`config.mk`:
```
export PLATFORM = sky130hd
export DESIGN_NAME = mandelbrot_escape_count_core
export DESIGN_NICKNAME = d
export VERILOG_FILES = /design/src/sv/mec_pkg.sv /design/src/sv/mandelbrot_escape_count_core.sv
export SDC_FILE = /design/constraint.sdc
export NUM_CORES = 2
export LEC_CHECK = 0
export ABC_AREA = 1
export ABC_CLOCK_PERIOD_IN_PS = 26400
export BUFFER_PORTS_ARGS = -buffer_cell sky130_fd_sc_hd__buf_2
export CORE_UTILIZATION = 45
export DETAILED_ROUTE_END_ITERATION = 8
export PLACE_DENSITY = 0.61
export SLEW_MARGIN = 20
export SYNTH_ARGS = -nofsm -noshare
export SYNTH_HDL_FRONTEND = slang
export SYNTH_SLANG_ARGS = --single-unit
```
`constraint.sdc`:
```
create_clock -name clk -period 26.4 [get_ports clk]
set_clock_uncertainty 0.2 [all_clocks]
set_input_delay 6.6 -clock clk [delete_from_list [all_inputs] [get_ports clk]]
set_output_delay 6.6 -clock clk [all_outputs]
set_load 0.01 [all_outputs]
```
`src/sv/mec_pkg.sv`:
```
// ----------------------------------------------------------------------------
// mec_pkg
// Shared constants for the Mandelbrot escape-time counter: fixed-point
// format, product widths and the escape threshold.
// ----------------------------------------------------------------------------
package mec_pkg;

  // Operand and register widths.
  localparam int unsigned COORD_W = 32;
  localparam int unsigned PROD_W  = 2 * COORD_W;
  localparam int unsigned COUNT_W = 16;

  // Number of fractional bits in the fixed-point format of c and z.
  localparam int unsigned FRAC_BITS = 28;

  // Width of the update sums: a shifted product plus a coordinate, with headroom.
  localparam int unsigned SUM_W = PROD_W + 2;

  // Reset value of the iteration limit.
  localparam logic [COUNT_W-1:0] MAX_ITER_RESET = COUNT_W'(256);

  // |z|^2 >= 4 means the sum of squares reaches 2^(2*FRAC_BITS+2). When that
  // bit lies beyond the product width, a point can never escape.
  localparam int unsigned ESC_SHIFT  = 2 * FRAC_BITS + 2;
  localparam bit          CAN_ESCAPE = (ESC_SHIFT < PROD_W);
  localparam logic [PROD_W:0] ESC_THR =
      CAN_ESCAPE ? ((PROD_W + 1)'(1) << ESC_SHIFT) : '0;

  // Saturation bounds of a z component.
  localparam logic signed [SUM_W-1:0] COORD_MAX = SUM_W'((64'(1) << (COORD_W - 1)) - 64'(1));
  localparam logic signed [SUM_W-1:0] COORD_MIN = -(SUM_W'(64'(1) << (COORD_W - 1)));

endpackage

```
`src/sv/mandelbrot_escape_count_core.sv`:
```
// ----------------------------------------------------------------------------
// mandelbrot_escape_count_core
// Escape-time counter: iterates z = z*z + c from z = 0 on one point and
// returns how many iterations ran before |z|^2 reached 4 or the limit hit.
// ----------------------------------------------------------------------------
//
//  Channel   Ports                          Handshake
//  --------  -----------------------------  ------------------------------------
//  config    cfg_we, cfg_wdata[15:0]        write when cfg_we is high
//  point     start, c_real, c_imag / busy   taken when start && !busy
//  result    done, iteration_count[15:0]    one-cycle strobe on done
//
// An iteration works around a single 32x32 signed multiplier, in order:
// x*x, then y*y, then x*y together with the escape test, then the update of
// z. busy is high from the accepting edge until done rises and falls in the
// cycle in which done is asserted, so the next point can start right then.
// The result receiver cannot stall the block. Reset (synchronous, active high)
// returns the sequencer to idle and sets the iteration limit to 256.
// ----------------------------------------------------------------------------
module mandelbrot_escape_count_core (
  input  logic                                 clk,
  input  logic                                 rst,
  input  logic                                 cfg_we,
  input  logic [mec_pkg::COUNT_W-1:0]          cfg_wdata,
  input  logic                                 start,
  input  logic signed [mec_pkg::COORD_W-1:0]   c_real,
  input  logic signed [mec_pkg::COORD_W-1:0]   c_imag,
  output logic                                 busy,
  output logic                                 done,
  output logic [mec_pkg::COUNT_W-1:0]          iteration_count
);

  // The sequencer steps through the three products of an iteration and then
  // the update. The escape test sits in the x*y step, where both squares are
  // already registered.
  typedef enum logic [2:0] {
    ST_IDLE,
    ST_MUL_XX,
    ST_MUL_YY,
    ST_MUL_XY,
    ST_UPDATE
  } state_t;

  state_t state;

  // Iteration limit.
  logic [mec_pkg::COUNT_W-1:0] iter_limit;

  // Point under work and the current z.
  logic signed [mec_pkg::COORD_W-1:0] cr;
  logic signed [mec_pkg::COORD_W-1:0] ci;
  logic signed [mec_pkg::COORD_W-1:0] x;
  logic signed [mec_pkg::COORD_W-1:0] y;
  logic [mec_pkg::COUNT_W-1:0]        count;

  // Registered products.
  logic signed [mec_pkg::PROD_W-1:0] xx;
  logic signed [mec_pkg::PROD_W-1:0] yy;
  logic signed [mec_pkg::PROD_W-1:0] xy;
  logic signed [mec_pkg::PROD_W-1:0] diff;

  // Shared multiplier and its operand select.
  logic signed [mec_pkg::COORD_W-1:0] mult_a;
  logic signed [mec_pkg::COORD_W-1:0] mult_b;
  logic signed [mec_pkg::PROD_W-1:0]  product;

  // Escape test and update datapath.
  logic [mec_pkg::PROD_W:0]          mag;
  logic                              finished;
  logic signed [mec_pkg::PROD_W-1:0] re_shift;
  logic signed [mec_pkg::PROD_W-1:0] im_shift;
  logic signed [mec_pkg::SUM_W-1:0]  re_sum;
  logic signed [mec_pkg::SUM_W-1:0]  im_sum;
  logic signed [mec_pkg::COORD_W-1:0] x_next;
  logic signed [mec_pkg::COORD_W-1:0] y_next;

  assign busy = (state != ST_IDLE);

  always_comb begin
    unique case (state)
      ST_MUL_XX: begin
        mult_a = x;
        mult_b = x;
      end
      ST_MUL_YY: begin
        mult_a = y;
        mult_b = y;
      end
      default: begin
        mult_a = x;
        mult_b = y;
      end
    endcase
  end

  assign product = mult_a * mult_b;

  // Both squares are non-negative and at most 2^62, so the sum is exact.
  assign mag = {1'b0, xx} + {1'b0, yy};
  assign finished = (count >= iter_limit) ||
                    (mec_pkg::CAN_ESCAPE && (mag >= mec_pkg::ESC_THR));

  // Arithmetic shifts round toward minus infinity. The cross product is
  // shifted one place less, which doubles it.
  assign re_shift = diff >>> mec_pkg::FRAC_BITS;
  assign im_shift = xy >>> (mec_pkg::FRAC_BITS - 1);
  assign re_sum   = mec_pkg::SUM_W'(re_shift) + mec_pkg::SUM_W'(cr);
  assign im_sum   = mec_pkg::SUM_W'(im_shift) + mec_pkg::SUM_W'(ci);

  always_comb begin
    priority if (re_sum > mec_pkg::COORD_MAX) begin
      x_next = mec_pkg::COORD_W'(mec_pkg::COORD_MAX);
    end else if (re_sum < mec_pkg::COORD_MIN) begin
      x_next = mec_pkg::COORD_W'(mec_pkg::COORD_MIN);
    end else begin
      x_next = mec_pkg::COORD_W'(re_sum);
    end
    priority if (im_sum > mec_pkg::COORD_MAX) begin
      y_next = mec_pkg::COORD_W'(mec_pkg::COORD_MAX);
    end else if (im_sum < mec_pkg::COORD_MIN) begin
      y_next = mec_pkg::COORD_W'(mec_pkg::COORD_MIN);
    end else begin
      y_next = mec_pkg::COORD_W'(im_sum);
    end
  end

  always_ff @(posedge clk) begin
    if (rst) begin
      state      <= ST_IDLE;
      done       <= 1'b0;
      iter_limit <= mec_pkg::MAX_ITER_RESET;
    end else begin
      done <= 1'b0;
      if (cfg_we) begin
        iter_limit <= cfg_wdata;
      end
      unique case (state)
        ST_IDLE: begin
          if (start) begin
            cr    <= c_real;
            ci    <= c_imag;
            x     <= '0;
            y     <= '0;
            count <= '0;
            state <= ST_MUL_XX;
          end
        end
        ST_MUL_XX: begin
          xx    <= product;
          state <= ST_MUL_YY;
        end
        ST_MUL_YY: begin
          yy    <= product;
          state <= ST_MUL_XY;
        end
        ST_MUL_XY: begin
          xy   <= product;
          diff <= xx - yy;
          if (finished) begin
            done            <= 1'b1;
            iteration_count <= count;
            state           <= ST_IDLE;
          end else begin
            state <= ST_UPDATE;
          end
        end
        ST_UPDATE: begin
          x     <= x_next;
          y     <= y_next;
          count <= count + mec_pkg::COUNT_W'(1);
          state <= ST_MUL_XX;
        end
        default: begin
          state <= ST_IDLE;
        end
      endcase
    end
  end

endmodule

```
==> reports/metrics.csv <==
stage,metric,value,unit
run_status,run_status,"finished, final reports clean",
sta,relSlewSlack,0.121,
clock_network,cts_made_buffers,41,
min_path,hp-class,reg -> reg,
critical_path,worst_ep_required_time,26.50,ns
layout,most_frequent_standard_cell_in_the_layout_excluding_fill_and_tap_cells,inv_1,
route,drt-wirelength-per-cell,24.1,um
clock_network,clk_transition_reported_paths,0.07,ns
critical_path,cp_slowest_stage_delay,1.03,ns
critical_path,setup.worst_path.end_class,flop,
layout,area_delta_synth_final,7.01,%
flow_run,max_cap_violations,0,
critical_path,timing.setup.critical_path_class,reg -> reg,
sta,grt_setup_unrepaired,false,
layout,final.fill_count,13100,
sta,worst_slew_pin_slew,1.31,ns
logic_synthesis,synth_ff_type,edfxtp_1,
placed_design,final_weighted_congestion_in_routability_driven_placement,1.01,
layout,most_frequent_cells_in_the_layout,"inv_1 (1,631), nand2_1 (1,104), fa_1 (1,085)",
floorplanning,placement_rows,134,
logic_synthesis,synth.lib_cells_used.distinct,60,
critical_path,critical_path.slowest_cell,o21ai_1,
sta,fin_crit,11.65,ns
clock_network,cts.repair_timing.setup_buffer_count,0,
critical_path,timing.rr.start,state[1]$_SDFFE_PP0P_,
grt,number_of_global_route_vias_before_repair,50300,
layout,fin_nets,8730,
logic_synthesis,sequential_cell_area_fraction_in_the_yosys_report,0.185,
sta,setup_tns,0,ns
sta,hold_viol_final,0,
clock_network,h-tree-depth,2,
floorplanning,die_width,370,um
floorplanning,number_of_i_o_pins,102,
grt,gr-total-overflow,0,
sta,worst_hold_check_slack,0.261,ns
min_path,worstHoldStart,state[0]$_SDFFE_PP0P_,
route,detail-route-antenna-nets,0,
sta,timing.final.setup_violations,0,
placed_design,buffer_ports.inserted,101,
layout,fin_util,0.487,
clock_network,tritoncts,done,
logic_synthesis,postSynthAreaPerCell,8.54,um2
critical_path,worst-endpoint-arrival,11.75,ns
logic_synthesis,synthesis.area,60900,um2
clock_network,cts.sink_count,381,
floorplanning,die_area,137000,um2
route,totalWireLength,216,mm
route,detail_route.drc_violations,0,
grt,grt_max_degree,67,
critical_path,start_kind,flop,
clock_network,clk_root_buffer_cell,clkbuf_16,
critical_path,most_common_cell_on_crit_path,fa_1,
layout,layout-drive-gt1-share,0.0474,
logic_synthesis,postSynthNetCount,8700,
sta,maxClockFrequency,85.9,MHz
logic_synthesis,number_of_enable_flip_flop_cells_after_synthesis,361,
clock_network,ctsResizeCount,0,
clock_network,largest_buffer_count_on_any_clock_path,3,
sta,final.period_utilization,0.441,
floorplanning,start_util,0.455,
logic_synthesis,ys.warnings.count,0,
critical_path,crit_path_max_fanout,66,
floorplanning,die-height,370,um
clock_network,post_cts_hold_buffer_count,0,
critical_path,start_point_of_the_critical_path,state[1]$_SDFFE_PP0P_,
grt,globalRouteTotalUtil,0.319,
floorplanning,placeableCoreArea,134000,um2
placed_design,dp_hpwl,176,mm
logic_synthesis,postSynthRegisterBits,381,
grt,grt_antenna_before_repair,10,
route,vias_per_cell,5.52,
logic_synthesis,synth_async_sr_flop_share,0,
route,detailedRoute.firstPassIterationCount,6,
route,num_vias,49400,
logic_synthesis,netlist_instances,7130,
sta,maxSlewViolCount,0,
grt,first_pass_grt_wire_length,321,mm
clock_network,clock_network_latency_to_the_later_pin_of_the_worst_skew_pair,0.59,ns
route,drt-initial-drc-count,4754,
-- through the flow --
step	setup slack (ns)	instances	instance area, um2
2_1_floorplan	14.92	7130	60900
3_3_place_gp	14.21	8885	63700
3_5_place_dp	14.11	8885	63700
4_1_cts	14.05	8961	65100
5_1_grt	14.32	8961	65100
6_report	14.75	8963	65100
-- state kept, by name (all words and copies together) (netlist names) --
register,count
done,1
iteration_count,16
xx,64
y,32
ci,32
diff,36
count,16
x,32
state,3
xy,37
cr,32
yy,64
iter_limit,16
-- routing by layer --
metal / up-vias / share of wire / track usage / routed length [um]
li1: 21800 / - / - / -
met1: 24900 / 0.42 / 0.448 / 90000
met2: 2264 / 0.45 / 0.493 / 96200
met3: 465 / 0.090 / 0.0556 / 19300
met4: 12 / 0.047 / 0.123 / 10100
met5: - / 0.00057 / 0 / 122
-- cell usage after synthesis (all sizes together) (2+ instances only) --
| cell | instances | area (um2) |
|---|---|---|
| ha | 401 | 5020 |
| xnor2 | 68 | 596 |
| clkbuf | 190 | 713 |
| a21o | 21 | 158 |
| clkinv | 13 | 48.8 |
| nand2 | 1111 | 4190 |
| buf | 18 | 114 |
| nand3 | 134 | 691 |
| nor3b | 2 | 15.0 |
| nor2 | 955 | 3590 |
| a211oi | 9 | 67.6 |
| o211a | 2 | 20.0 |
| o31ai | 6 | 45.0 |
| o211ai | 20 | 150 |
| o221ai | 8 | 70.1 |
| o21a | 26 | 195 |
| nand4 | 30 | 188 |
| fa | 1085 | 21700 |
| or2 | 3 | 18.8 |
| dfxtp | 20 | 400 |
| o21ai | 313 | 1630 |
| o21bai | 33 | 248 |
| nor3 | 54 | 275 |
| nand3b | 2 | 15.0 |
| nor4 | 26 | 181 |
| and3 | 6 | 37.5 |
| a21oi | 378 | 1910 |
| a221oi | 7 | 61.3 |
| inv | 1637 | 6140 |
| o2111ai | 4 | 35.0 |
| edfxtp | 361 | 10800 |
| a21boi | 18 | 135 |
| a31oi | 51 | 319 |
| xor2 | 109 | 962 |
-- cells by family after synthesis --
| kind of cell | after synthesis | share of synthesized area |
|---|---|---|
| AND/OR/NAND/NOR | 2324 | 0.151 |
| buffers and inverters | 1858 | 0.115 |
| adder cells (fa/ha/maj) | 1486 | 0.439 |
| AO/OA/AOI/OAI | 904 | 0.0841 |
| flip-flops | 381 | 0.185 |
| XOR/XNOR | 177 | 0.0256 |
-- critical path: cells and delay by family, from the launching register on --
kind	cells	cell delay (ns)
and+or+nand+nor	7	1.99
xor gates and xnor gates	1	0.54
buffers and inverters	8	2.08
DFF	1	0.41
AOI/OAI and AO/OA	2	1.22
adders and majority gates	9	4.82
-- worst paths after layout --
check                               end  slack (ns)  depth (start not counted)
setup / recovery       yy[62]$_DFFE_PP_       14.75                         27
hold / removal    state[0]$_SDFFE_PP0P_        0.26                          1
setup reg to reg       yy[62]$_DFFE_PP_       14.75                         27
hold reg to reg   state[0]$_SDFFE_PP0P_        0.26                          1
-- area by class of cell --
class	count	area, um2	share of cell area
multi-input combinational	4891	42800	0.657
timing repair buffer	195	1210	0.0186
sequential	381	11200	0.173
clock inverter	28	373	0.00572
tap	1768	2210	0.0340
inverter	1650	6190	0.0951
antenna	2	5.00	0.0000768
clock buffer	48	1100	0.0170
Power is not shown: default switching activity piles up to over one toggle a cycle in this logic, so the estimate is an artifact.
